$ cat src/sv/dcl_pkg.sv
package dcl_pkg;

  localparam int LINE_COUNT       = 65536;
  localparam int LINE_BYTES       = 32;
  localparam int LINE_SHIFT       = $clog2(LINE_BYTES);
  localparam int IDX_W            = $clog2(LINE_COUNT);
  localparam int BURST_SLOTS      = 4;
  localparam int SLOT_W           = (BURST_SLOTS > 1) ? $clog2(BURST_SLOTS) : 1;
  localparam int MAX_ACCESS_LINES = 2048;

  typedef enum logic [2:0] {
    CMD_CLEAN  = 3'd0,
    CMD_INVAL  = 3'd1,
    CMD_FLUSH  = 3'd2,
    CMD_DMA_RD = 3'd3,
    CMD_DMA_WR = 3'd4
  } cmd_e;

  typedef enum logic [1:0] {
    ST_UNKNOWN    = 2'd0,
    ST_CLEAN      = 2'd1,
    ST_INVALID    = 2'd2,
    ST_DEVWRITTEN = 2'd3
  } line_state_e;

  typedef enum logic [2:0] {
    VIOL_NONE          = 3'd0,
    VIOL_WR_AFTER_CLN  = 3'd1,
    VIOL_WR_REUSED     = 3'd2,
    VIOL_WR_UNKNOWN    = 3'd3,
    VIOL_RD_MODIFIED   = 3'd4,
    VIOL_RD_UNCLEANED  = 3'd5
  } viol_e;

  typedef enum logic [1:0] {
    CFG_ENABLE   = 2'd0,
    CFG_RAM_BASE = 2'd1,
    CFG_RAM_SIZE = 2'd2
  } cfg_idx_e;

  typedef struct packed {
    logic [2:0]  cmd;
    logic        all_lines;
    logic [31:0] address;
    logic [16:0] length;
    logic [10:0] line_step;
    logic [31:0] content_hash;
  } in_t;

  typedef struct packed {
    logic [31:0] line_address;
    logic        ignored;
    logic [2:0]  violation;
    logic [31:0] violation_count;
    logic [31:0] cache_op_count;
    logic [31:0] dma_count;
  } out_t;

  typedef struct packed {
    line_state_e state;
    logic        enrolled;
    logic [31:0] hash;
  } tbl_entry_t;

  typedef struct packed {
    logic             st_we;
    logic             enr_we;
    logic [IDX_W-1:0] idx;
    line_state_e      state;
    logic [31:0]      hash;
    logic             enrolled;
  } tbl_wr_t;

  typedef struct packed {
    logic        start;
    logic        wr_req;
    logic [32:0] start_addr;
    logic [32:0] end_addr;
  } burst_req_t;

  function automatic logic [31:0] sat_inc(input logic [31:0] v);
    return (v == '1) ? v : v + 32'd1;
  endfunction

endpackage

$ cat src/sv/dcl_burst.sv
module dcl_burst
  import dcl_pkg::*;
(
  input  logic       clk_i,
  input  logic       rst_ni,
  input  burst_req_t req_i,
  output logic       cont_o
);

  logic [32:0]       ends_q [BURST_SLOTS];
  logic [32:0]       ends_d [BURST_SLOTS];
  logic [SLOT_W-1:0] next_q, next_d;
  logic              cont_q, cont_d;
  logic              hit;
  logic [SLOT_W-1:0] hit_idx;

  always_comb begin
    hit     = 1'b0;
    hit_idx = '0;
    for (int i = BURST_SLOTS - 1; i >= 0; i--) begin
      if (ends_q[i] == req_i.start_addr) begin
        hit     = 1'b1;
        hit_idx = SLOT_W'(i);
      end
    end
  end

  always_comb begin
    ends_d = ends_q;
    next_d = next_q;
    cont_d = cont_q;
    if (req_i.start) begin
      cont_d = 1'b0;
      if (req_i.wr_req) begin
        if (hit) begin
          cont_d          = 1'b1;
          ends_d[hit_idx] = req_i.end_addr;
        end else begin
          ends_d[next_q] = req_i.end_addr;
          next_d = (next_q == SLOT_W'(BURST_SLOTS - 1)) ? '0 : next_q + SLOT_W'(1);
        end
      end
    end
  end

  always_ff @(posedge clk_i or negedge rst_ni) begin
    if (!rst_ni) begin
      for (int i = 0; i < BURST_SLOTS; i++) begin
        ends_q[i] <= '0;
      end
      next_q <= '0;
      cont_q <= 1'b0;
    end else begin
      ends_q <= ends_d;
      next_q <= next_d;
      cont_q <= cont_d;
    end
  end

  assign cont_o = cont_q;

endmodule

$ cat config.mk
export PLATFORM = sky130hd
export DESIGN_NAME = dcl_burst
export DESIGN_NICKNAME = d
export VERILOG_FILES = /design/src/sv/dcl_pkg.sv /design/src/sv/dcl_burst.sv
export SDC_FILE = /design/constraint.sdc
export NUM_CORES = 1
export LEC_CHECK = 0
export ABC_AREA = 0
export BUFFER_PORTS_ARGS = -buffer_cell sky130_fd_sc_hd__buf_2
export CORE_ASPECT_RATIO = 1.5
export CORE_UTILIZATION = 53
export CTS_CLUSTER_DIAMETER = 50
export DETAILED_ROUTE_END_ITERATION = 8
export GPL_TIMING_DRIVEN = 0
export PLACE_DENSITY = 0.83
export SYNTH_ARGS = -nofsm -noshare
export SYNTH_HDL_FRONTEND = slang
export SYNTH_SLANG_ARGS = --single-unit
export TNS_END_PERCENT = 50
$ cat constraint.sdc
create_clock -name clk_i -period 2.2 [get_ports clk_i]
set_clock_uncertainty 0.15 [all_clocks]
set_input_delay 0.44 -clock clk_i [delete_from_list [all_inputs] [get_ports clk_i]]
set_output_delay 0.44 -clock clk_i [all_outputs]
set_load 0.02 [all_outputs]
==> summary.md, run 1 <==
| Metric | Value |
|---|---|
| Outcome | complete, but fails checks |
| Failing checks | negative setup slack |
| First-pass GRT wire length | 29.8 mm |
| Minimum clock period after layout | 2.94 ns |
| Largest net degree at the start of global routing | 89 |
| RSZ-0062 raised after global routing | yes |
| Slew @ Worst Pin | 0.486 ns |
| Gr usage total | 31.3% |
| Post-route ant nets | 0 |
| Clk sinks | around 140 |
| Initial Utilization | 54.6% |
| Routing usage on met1 | 35.9% |
| Achievable clock frequency | ~340 MHz |
| Met3 GRT Util | 6.43% |
| Placed Cells | approximately 710 |
| Seq/Total Area, Yosys | 49.2% |
| Met2 Track Usage GR | approximately 52% |
| CTS Buffer Depth | 2 |
| Crit Path Category | reg2reg |
| Cell Area, Placed | approximately 7500 um^2 |
| Most frequent cells in the layout | dfrtp_1 (135), mux2_4 (93), buf_2 (69) |
| Worst-path fanout max | 7 |
| Post-DR wirelength/cell | 26.5 um |
| Total CTS buffers | 17 |
| Die area | 13400 um^2 |
| Leakage | about 4.0 nW |
| Nets | ~680 |
| Layout cells sized above 1 | 48.4% |
| Global route total overflow | 0 |
| Routability cong. | 0.895 |
| DRT Wirelength | 20.3 mm |
| Initial antenna violation count | 0 |
| CTS root buffer | clkbuf_16 |
| Fin. Hold Viols | 0 |
| Critical path launch point type | register |
| Non-Filler Instances | 766 |
| Peak VDD IR | 0.000830 V |
| Max-Slew Margin vs Limit | slightly below 70% |
| Core Box Area | 12600 um^2 |
| Most common cell after layout, fill and taps aside | dfrtp_1 |
| Critical path capture point type | register |
| Max Cap Violations | 0 |
| Final setup violation count | 135 |
| Final setup margin | -0.738 ns |
| Syn. warnings | 0 |
| Max H-tree Level | 4 |
| Final period util | 134% |
| Boundary Pins | 71 |
| Mapped Cells | 487 |
| Number of distinct library cells after synthesis | 30 |
| Average vias per placed instance | 6.06 |
| Vias | 4639 |
| Clock slew at reported path FFs | 0.06 ns |
| Worst skew pair latency | 0.42 ns |
| Post-synth top area cell | dfrtp_1 |
| Design Area, Final | about 8700 um^2 |
| Share of the synthesized area in the top cell type | 49.2% |
| Worst Path Required | ~2.4 ns |
| N_diodes | 0 |
| Vias in the first global route | 5046 |
| Syn Area/Cell | about 14 um^2 |
| Final Hold Slack | 0.0887 ns |
| Port Buffers | 70 |
| WP data arrival | 3.09 ns |
| Post-synthesis instance area | 6870 um^2 |
| Initial DRT Pass Iterations | 4 |
| Die Y | 141 um |
| CTS tree | done |
| GR peak layer | met2 |
| Row cnt | 50 |
| Area Growth Syn to Fin | 25.9% |
| First-iteration detailed-routing DRC count | roughly 330 |
| Die X | 95.0 um |
| Syn_nets | roughly 560 |
| Post-synthesis register bit count | 135 |
| Pins Over Slew Limit | 0 |
| Post-route DRC | 0 |
| Area contributors post-synth | dfrtp_1 (49%), mux2_4 (13%), mux2_2 (12%), xor2_1 (8.5%), xnor2_1 (8.3%) |
| Hold Path Class | in2reg |
| Dpl hpwl | 12.2 mm |
| P per Cell Area | 1380 nW/um^2 |
==> final timing paths <==
| check | start | to | slack (ns) | cells past startpoint |
|---|---|---|---|---|
| worst max-delay path | ends_q[10] | ends_q[121] | -0.74 | 9 |
| worst min-delay path | req_i[67] | cont_o | 0.09 | 2 |
| worst max register to register | ends_q[10] | ends_q[121] | -0.74 | 9 |
| worst min register to register | ends_q[57] | ends_q[57] | 0.38 | 1 |
| max in group asynchronous | rst_ni | ends_q[69] | 0.74 | 3 |
| min in group asynchronous | rst_ni | ends_q[87] | 0.38 | 2 |
==> Yosys cell counts, drive strengths merged <==
master / n
o22ai: 1
xnor2: 65
nand2b: 1
xor2: 67
buf: 14
or2: 1
nor4: 17
mux2: 134
nor3: 8
ha: 4
nand4: 17
dfrtp: 135
and3: 1
o21ai: 2
a41o: 1
nand2: 2
inv: 4
and2: 1
or3b: 1
nor2: 1
nor2b: 1
and4b: 1
nand3: 7
a21oi: 1
==> what timing repair did <==
action | 4_1_cts | 5_1_grt
cloned | 4 | 2
setup buffers | 14 | 7
hold endpoints to repair | 47 | 0
hold buffers | 1 | 0
gates resized for setup | 46 | 32
setup endpoints to repair | 135 | 135
pin swaps | 9 | 13
==> through the flow <==
| stage | setup TNS (ns) | setup WS [ns] | utilization (%) | total power [mW] |
|---|---|---|---|---|
| after CTS | -65.61 | -0.568 | 67.4 | 11.4 |
| after floorplan | -18.77 | -0.197 | - | 7.40 |
| after global routing | -96.06 | -0.779 | 68.8 | 12.4 |
| final | -90.62 | -0.738 | 68.8 | 11.9 |
| after global placement | -281.83 | -1.18 | 59.6 | 8.31 |
| after detailed placement | -124.98 | -1.05 | 59.8 | 8.52 |
==> cell type report <==
type                       count  area (um^2)
clock buffer                  23          468
inverter                       4         15.0
timing repair buffer          97          721
multi-input combinational    334         3660
fill                         784         3920
clock inverter                 5         27.5
buffer                        12          185
tap                          156          195
sequential                   135         3380
==> layer usage <==
metal / vias to the layer above / wire length, um
li1: 1930 / -
met1: 2384 / 7490
met2: 240 / 10200
met3: 85 / 1310
met4: 0 / 1340
met5: - / 0
==> report_power, final <==
group | leakage (nW) | internal, mW | switching (mW) | total (mW)
clock network | 0.244 | 1.46 | 1.03 | 2.49
registers | 1.62 | 3.75 | 1.05 | 4.79
logic | 2.15 | 2.71 | 1.94 | 4.65
total | 4.02 | 7.92 | 4.01 | 11.9
==> state kept, by name, summed over array words and instances, names as in the netlist <==
| register | cells |
|---|---|
| ends_q | 132 |
| next_q | 2 |
| cont_o | 1 |
==> worst max-delay path: stages, from the launching register on <==
cell       delay, ns
dfrtp_1         0.41
xor2_2          0.17
nor4_4          0.46
nand4_1         0.24
nor3_4          0.31
and4b_1         0.27
o21ai_4         0.17
buf_12          0.17
clkbuf_16       0.16
mux2_4          0.30
==> logic make-up after synthesis <==
logic type               Yosys count  synth area share (%)
buffers and inverters             18                  2.24
flip-flops                       135                  49.2
adder cells (fa/ha/maj)            4                 0.728
AO/OA/AOI/OAI                      5                 0.565
XOR/XNOR                         132                  16.8
AND/OR/NAND/NOR                   59                  5.23
multiplexers                     134                  25.2
(Power assumes the default switching activity.)
==> run 2: changes to the inputs <==
Settings changed: CORE_UTILIZATION 53 to 43, PLACE_DENSITY 0.83 to 0.71, RECOVER_POWER set to 25.
==> run 2 against run 1 <==
  * The run still ends with negative setup slack left
  * Sequential power is 1% lower
  * Setup slack improved by 0.12 ns
  * Routed wire length decreased by 7.2%
  * Core utilization fell by 12 points
  * Design area up 2.3%
  * Clock power is 18% higher
  * Sequential share of layout area decreased by 0.88 points
  * Critical endpoint is now ends_q[108]
  * Highest routed layer unchanged
==> summary.md, run 2 (same netlist as run 1, synthesis figures left out) <==
| Metric | Value |
|---|---|
| Worst skew pair latency | 0.41 ns (was 0.42 ns) |
| Stages on the worst setup path | 10 (was 9) |
| Initial DRT Pass Iterations | 5 (was 4) |
| Switching share of total power | 31.8% (was 33.6%) |
| Largest net degree at the start of global routing | 105 (was 89) |
| First-iteration detailed-routing DRC count | 210 (was 326) |
| CP endpoint | ends_q[108] (was ends_q[121]) |
| CP delay by family, top | simple AND/OR/NAND/NOR gates (unchanged) |
| RSZ-0062 raised after global routing | yes (unchanged) |
| Crit Path Category | reg2reg (unchanged) |
| Post-DR wirelength/cell | 23.1 um (was 26.5 um) |
| Nets | 673 (was 675) |
| Critical-path top delay cell | dfrtp_1 (was nor4_4) |
| Post-route ant nets | 0 (unchanged) |
| Critical path launch point type | register (unchanged) |
| WHS Path Cells | 2 (unchanged) |
| Die X | 105 um (was 95.0 um) |
| Dpl hpwl | 12.9 mm (was 12.2 mm) |
| Max-Slew Margin vs Limit | 43.1% (was 67.3%) |
| Clk pwr share | 24.0% (was 20.9%) |
| Initial Utilization | 44.0% (was 54.6%) |
| Top reg by flops | ends_q (unchanged) |
| DRT Wirelength | 18.8 mm (was 20.3 mm) |
| Port Buffers | 70 (unchanged) |
| Peak VDD IR | 0.000619 V (was 0.000830 V) |
| Clock slew at reported path FFs | 0.06 ns (about the same) |
| Worst-path fanout max | 6 (was 7) |
| Failing checks | negative setup slack (unchanged) |
| Leakage | 4.08 nW (was 4.02 nW) |
| Vias | 4379 (was 4639) |
| Most common cell after layout, fill and taps aside | dfrtp_1 (unchanged) |
| Psw | 3.87 mW (was 4.01 mW) |
| Layout cells sized above 1 | 49.0% (was 48.4%) |
| R2R depth | 10 (was 9) |
| Die Y | 157 um (was 141 um) |
| CTS tree | done (unchanged) |
| Design Area, Final | 8850 um^2 (was 8650 um^2) |
| Routability cong. | 0.822 (was 0.895) |
| Final setup margin | -0.620 ns (was -0.738 ns) |
| Achievable clock frequency | 355 MHz (was 340 MHz) |
| Max reg flops | 132 (unchanged) |
| Combinational power share | 37.2% (was 38.9%) |
| Reg2Reg Capture Point | ends_q[108] (was ends_q[121]) |
| Initial antenna violation count | 0 (unchanged) |
| Vias in the first global route | 4888 (was 5046) |
| Slew @ Worst Pin | 0.854 ns (was 0.486 ns) |
| Hold Path Class | in2reg (unchanged) |
| First-pass GRT wire length | 28.3 mm (was 29.8 mm) |
| Worst Path Required | 2.35 ns (about the same) |
| Die area | 16500 um^2 (was 13400 um^2) |
| Fin Setup TNS | -75.55 ns (was -90.62 ns) |
| Cell Area, Placed | 7580 um^2 (was 7520 um^2) |
| Max Cap Violations | 0 (unchanged) |
| Post-route DRC | 0 (unchanged) |
| Most frequent cells in the layout | dfrtp_1 (135), mux2_4 (101), buf_2 (69) (was dfrtp_1 (135), mux2_4 (93), buf_2 (69)) |
| Fin. Hold Viols | 0 (unchanged) |
| CP peak stage delay | 0.39 ns (was 0.46 ns) |
| N_diodes | 0 (unchanged) |
| Minimum clock period after layout | 2.82 ns (was 2.94 ns) |
| Total CTS buffers | 17 (unchanged) |
| WP data arrival | 2.97 ns (was 3.09 ns) |
| CP Cell Sequence | xnor2_1 > nand4_1 > nor4_2 > nand3_1 > buf_4 > and4b_1 > o21ai_4 > buf_12 > clkbuf_16 > mux2_4 (was xor2_2 > nor4_4 > nand4_1 > nor3_4 > and4b_1 > o21ai_4 > buf_12 > clkbuf_16 > mux2_4) |
| P per Cell Area | 1380 nW/um^2 (about the same) |
| Critical path capture point type | register (unchanged) |
| Gr usage total | 23.4% (was 31.3%) |
| Reg2Reg Launch Point | ends_q[81] (was ends_q[10]) |
| Clk sinks | 135 (unchanged) |
| Pint | 8.33 mW (was 7.92 mW) |
| Sequential Power Share | 38.7% (was 40.2%) |
| Worst setup path start | ends_q[81] (was ends_q[10]) |
| Boundary Pins | 71 (unchanged) |
| Outcome | complete, but fails checks (unchanged) |
| Core Box Area | 15600 um^2 (was 12600 um^2) |
| Pins Over Slew Limit | 0 (unchanged) |
| CTS Buffer Depth | 2 (unchanged) |
| Area Growth Syn to Fin | 28.8% (was 25.9%) |
| Global route total overflow | 0 (unchanged) |
| Average vias per placed instance | 5.37 (was 6.06) |
| Row cnt | 56 (was 50) |
| Max H-tree Level | 4 (unchanged) |
| WP buf/inv | 3 (was 2) |
| Final period util | 128% (was 134%) |
| Worst reg-to-reg setup slack | -0.62 ns (was -0.74 ns) |
| CTS root buffer | clkbuf_16 (unchanged) |
| Final setup violation count | 134 (was 135) |
==> run 2: power by group through the flow <==
stage	Sequential, mW	Combinational (mW)	Clock [mW]
after floorplan	4.45	2.95	0
after global placement	4.59	3.79	0
after detailed placement	4.67	3.89	0
after CTS	4.68	4.26	2.95
after global routing	4.87	4.81	3.06
final	4.72	4.54	2.93
==> run 2: per-layer routing <==
layer | share of wire, % | global-route usage (%) | up-vias
li1 | - | - | 1928
met1 | 38 | 26.1 | 2270
met2 | 52 | 41.8 | 129
met3 | 4.4 | 4.25 | 52
met4 | 5.7 | 13.4 | 0
met5 | 0 | 0 | -
==> run 2: area by class of cell <==
class	count	area (um^2)
clock buffers	20	457
well taps	203	254
clock inverters	12	151
flip-flops and latches	135	3380
multi-input cells	334	3700
fillers	1221	6770
inverters	4	15.0
repair buffers	94	676
plain buffers	13	224
==> run 2: timing repair <==
item / 4_1_cts / 5_1_grt
pin swaps: 13 / 19
cloned: 1 / 4
setup buffers: 10 / 7
endpoints found under the hold margin: 31 / 0
gates resized for setup: 55 / 32
setup endpoints to repair: 135 / 135
hold buffers: 1 / 0
==> run 2: worst min-delay path by stage <==
stage	from	to
after floorplan	rst_ni	cont_o
after global placement	ends_q[104]	ends_q[104]
after detailed placement	rst_ni	ends_q[69]
after CTS	req_i[67]	cont_o
after global routing	req_i[67]	cont_o
final	req_i[67]	cont_o
==> run 2: stage by stage <==
| stage | hold WS, ns | instances | power, mW | setup WS, ns | utilization [%] |
|---|---|---|---|---|---|
| 3_3_place_gp | 0.345 | 760 | 8.38 | -1.20 | 48.3 |
| 3_5_place_dp | 0.198 | 761 | 8.56 | -1.10 | 48.5 |
| 2_1_floorplan | -0.00559 | 487 | 7.40 | -0.197 | - |
| 6_report | 0.0920 | 815 | 12.2 | -0.620 | 56.7 |
| 4_1_cts | 0.0885 | 805 | 11.9 | -0.598 | 54.8 |
| 5_1_grt | 0.0954 | 815 | 12.7 | -0.708 | 56.7 |
==> run 3: changes to the inputs <==
Settings changed: GPL_TIMING_DRIVEN 0 to unset.
==> run 3 against run 2 <==
  * The flow still finishes with violations (negative setup slack)
  * Combinational power grew 7.7%
  * Maximum frequency shrank 5.0%
  * Cell count grew 7.0%
  * Sequential power is essentially flat
  * Clock power shrank 11%
  * Non-clock buffer count grew 57
  * Register-to-register slack lost 0.15 ns
  * Worst hold slack gained 0.0014 ns
  * Sequential share of layout area shrank 1.2 points
  * Core utilization grew 1.8 points
  * Critical path depth shrank 1
  * Highest routed layer unchanged
==> summary.md, run 3 (same netlist as run 1, synthesis figures left out) <==
| Metric | Value |
|---|---|
| Combinational power share | 40.0% (was 37.2%) |
| Design Area, Final | 9130 um^2 (was 8850 um^2) |
| Failing checks | negative setup slack (unchanged) |
| Max Cap Violations | 0 (unchanged) |
| N_diodes | 0 (unchanged) |
| Post-route ant nets | 0 (unchanged) |
| Final period util | 135% (was 128%) |
| Pins Over Slew Limit | 0 (unchanged) |
| First-iteration detailed-routing DRC count | 205 (was 210) |
| Clock slew at reported path FFs | 0.06 ns (about the same) |
| Die Y | 157 um (unchanged) |
| Crit Path Category | reg2reg (unchanged) |
| CTS Buffer Depth | 2 (unchanged) |
| WP data arrival | 3.12 ns (was 2.97 ns) |
| Vias in the first global route | 5257 (was 4888) |
| RSZ-0062 raised after global routing | yes (unchanged) |
| Clk pwr share | 21.3% (was 24.0%) |
| Power after layout | 12.2 mW (about the same) |
| Critical path launch point type | register (unchanged) |
| First-pass GRT wire length | 29.9 mm (was 28.3 mm) |
| Layout cells sized above 1 | 52.9% (was 49.0%) |
| Initial antenna violation count | 0 (unchanged) |
| Post-route DRC | 0 (unchanged) |
| Achievable clock frequency | 337 MHz (was 355 MHz) |
| CTS root buffer | clkbuf_16 (unchanged) |
| Dpl hpwl | 13.4 mm (was 12.9 mm) |
| Peak VDD IR | 0.000502 V (was 0.000619 V) |
| Final setup violation count | 135 (was 134) |
| Row cnt | 56 (unchanged) |
| Worst skew pair latency | 0.42 ns (was 0.41 ns) |
| Die area | 16500 um^2 (unchanged) |
| Area Growth Syn to Fin | 32.9% (was 28.8%) |
| Clk sinks | 135 (unchanged) |
| Slew @ Worst Pin | 0.947 ns (was 0.854 ns) |
| P per Cell Area | 1340 nW/um^2 (was 1380 nW/um^2) |
| Global route total overflow | 0 (unchanged) |
| Cell Area, Placed | 8160 um^2 (was 7580 um^2) |
| Largest net degree at the start of global routing | 44 (was 105) |
| Critical path capture point type | register (unchanged) |
| Minimum clock period after layout | 2.97 ns (was 2.82 ns) |
| Max reg flops | 132 (unchanged) |
| Core Box Area | 15600 um^2 (unchanged) |
| Sequential Power Share | 38.7% (about the same) |
| Total CTS buffers | 17 (unchanged) |
| Most common cell after layout, fill and taps aside | dfrtp_1 (unchanged) |
| Vias | 4684 (was 4379) |
| Worst-path fanout max | 7 (was 6) |
| Final setup margin | -0.768 ns (was -0.620 ns) |
| Worst reg-to-reg setup slack | -0.77 ns (was -0.62 ns) |
| Max-Slew Margin vs Limit | 36.9% (was 43.1%) |
| Initial Utilization | 44.0% (unchanged) |
| Outcome | complete, but fails checks (unchanged) |
| Leakage | 4.25 nW (was 4.08 nW) |
| Most frequent cells in the layout | dfrtp_1 (135), mux2_4 (89), buf_4 (72) (was dfrtp_1 (135), mux2_4 (101), buf_2 (69)) |
| Boundary Pins | 71 (unchanged) |
| Psw | 3.93 mW (was 3.87 mW) |
| Post-DR wirelength/cell | 22.8 um (was 23.1 um) |
| Worst Path Required | 2.35 ns (about the same) |
| Max H-tree Level | 4 (unchanged) |
| Gr usage total | 24.9% (was 23.4%) |
| Port Buffers | 70 (unchanged) |
| DRT Wirelength | 19.9 mm (was 18.8 mm) |
| Average vias per placed instance | 5.37 (about the same) |
| Top reg by flops | ends_q (unchanged) |
| Fin. Hold Viols | 0 (unchanged) |
| Pint | 8.31 mW (was 8.33 mW) |
| Post-place setup slack | -0.996 ns (was -1.10 ns) |
| Initial DRT Pass Iterations | 4 (was 5) |
| Routability cong. | 0.879 (was 0.822) |
| Die X | 105 um (unchanged) |
| Fillers | 1159 (was 1221) |
| Hold Path Class | in2reg (unchanged) |
| Nets | 730 (was 673) |
| Switching share of total power | 32.1% (was 31.8%) |
| CTS tree | done (unchanged) |
## run 3: cell types whose count changed in the layout (fill, tap and decap cells not counted), moves of 3 or more
cell       previous run  this run
xor2_1               66        61
clkinv_4              3         0
xor2_2                0         6
buf_12               11         8
mux2_2               33        43
clkbuf_1              1         4
buf_4                11        72
xnor2_2               9         5
mux2_4              101        89
bufinv_16             3         0
xnor2_1              56        60
## run 3: worst paths after layout
check                            startpoint           to  cells after the start
worst min-delay path              req_i[67]       cont_o                      2
min in group asynchronous            rst_ni   ends_q[82]                      2
worst max-delay path             ends_q[20]  ends_q[127]                      9
worst max register to register   ends_q[20]  ends_q[127]                      9
worst min register to register  ends_q[104]  ends_q[104]                      1
max in group asynchronous            rst_ni   ends_q[40]                      3
## run 3: power groups by stage
stage	Combinational [mW]	Clock [mW]	Sequential [mW]
global route	5.19	2.77	4.87
floorplan	2.95	0	4.45
CTS	4.72	2.64	4.70
detailed placement	4.45	0	4.69
global placement	4.36	0	4.60
finish	4.89	2.61	4.74
## run 3: cell type report
type / count / area [um^2] / area share [%]
clock buffer: 25 / 495 / 5.43
clock inverter: 7 / 45.0 / 0.493
inverter: 4 / 15.0 / 0.164
multi-input combinational: 334 / 3640 / 39.9
sequential: 135 / 3380 / 37.0
tap: 203 / 254 / 2.78
timing repair buffer: 164 / 1300 / 14.3
## run 3: worst max-delay path: stages (launching register included)
cell and delay [ns]:
dfrtp_1 0.40, xor2_1 0.23, nor4_1 0.50, nand3_1 0.21, nor3_4 0.29, and4b_1 0.27
o21ai_4 0.17, buf_6 0.14, buf_12 0.14, mux2_2 0.34
## run 3: through the flow
step / hold WS, ns / setup TNS (ns) / utilization, % / std cells
global route: 0.103 / -94.89 / 58.4 / 872
finish: 0.0934 / -80.84 / 58.4 / 872
floorplan: -0.00559 / -18.77 / - / 487
CTS: 0.0813 / -56.88 / 57.5 / 872
detailed placement: 0.215 / -119.76 / 52.2 / 829
global placement: 0.211 / -117.30 / 52.2 / 829
## run 3: metal layers
layer / up-vias / GRT usage (%) / part of all wire, %
li1: 2037 / - / -
met1: 2410 / 27.6 / 38
met2: 161 / 42.0 / 50
met3: 76 / 5.50 / 4.5
met4: 0 / 18.1 / 8.0
met5: - / 0 / 0
## run 3: what timing repair did
item                                    in CTS  in global routing
pin swaps                                    8                 13
endpoints found under the setup margin     135                135
gates cloned                                 4                  4
hold buffers                                 1                  0
hold endpoints to repair                    33                  0
resized for setup                           26                 29
buffers inserted                             6                  0
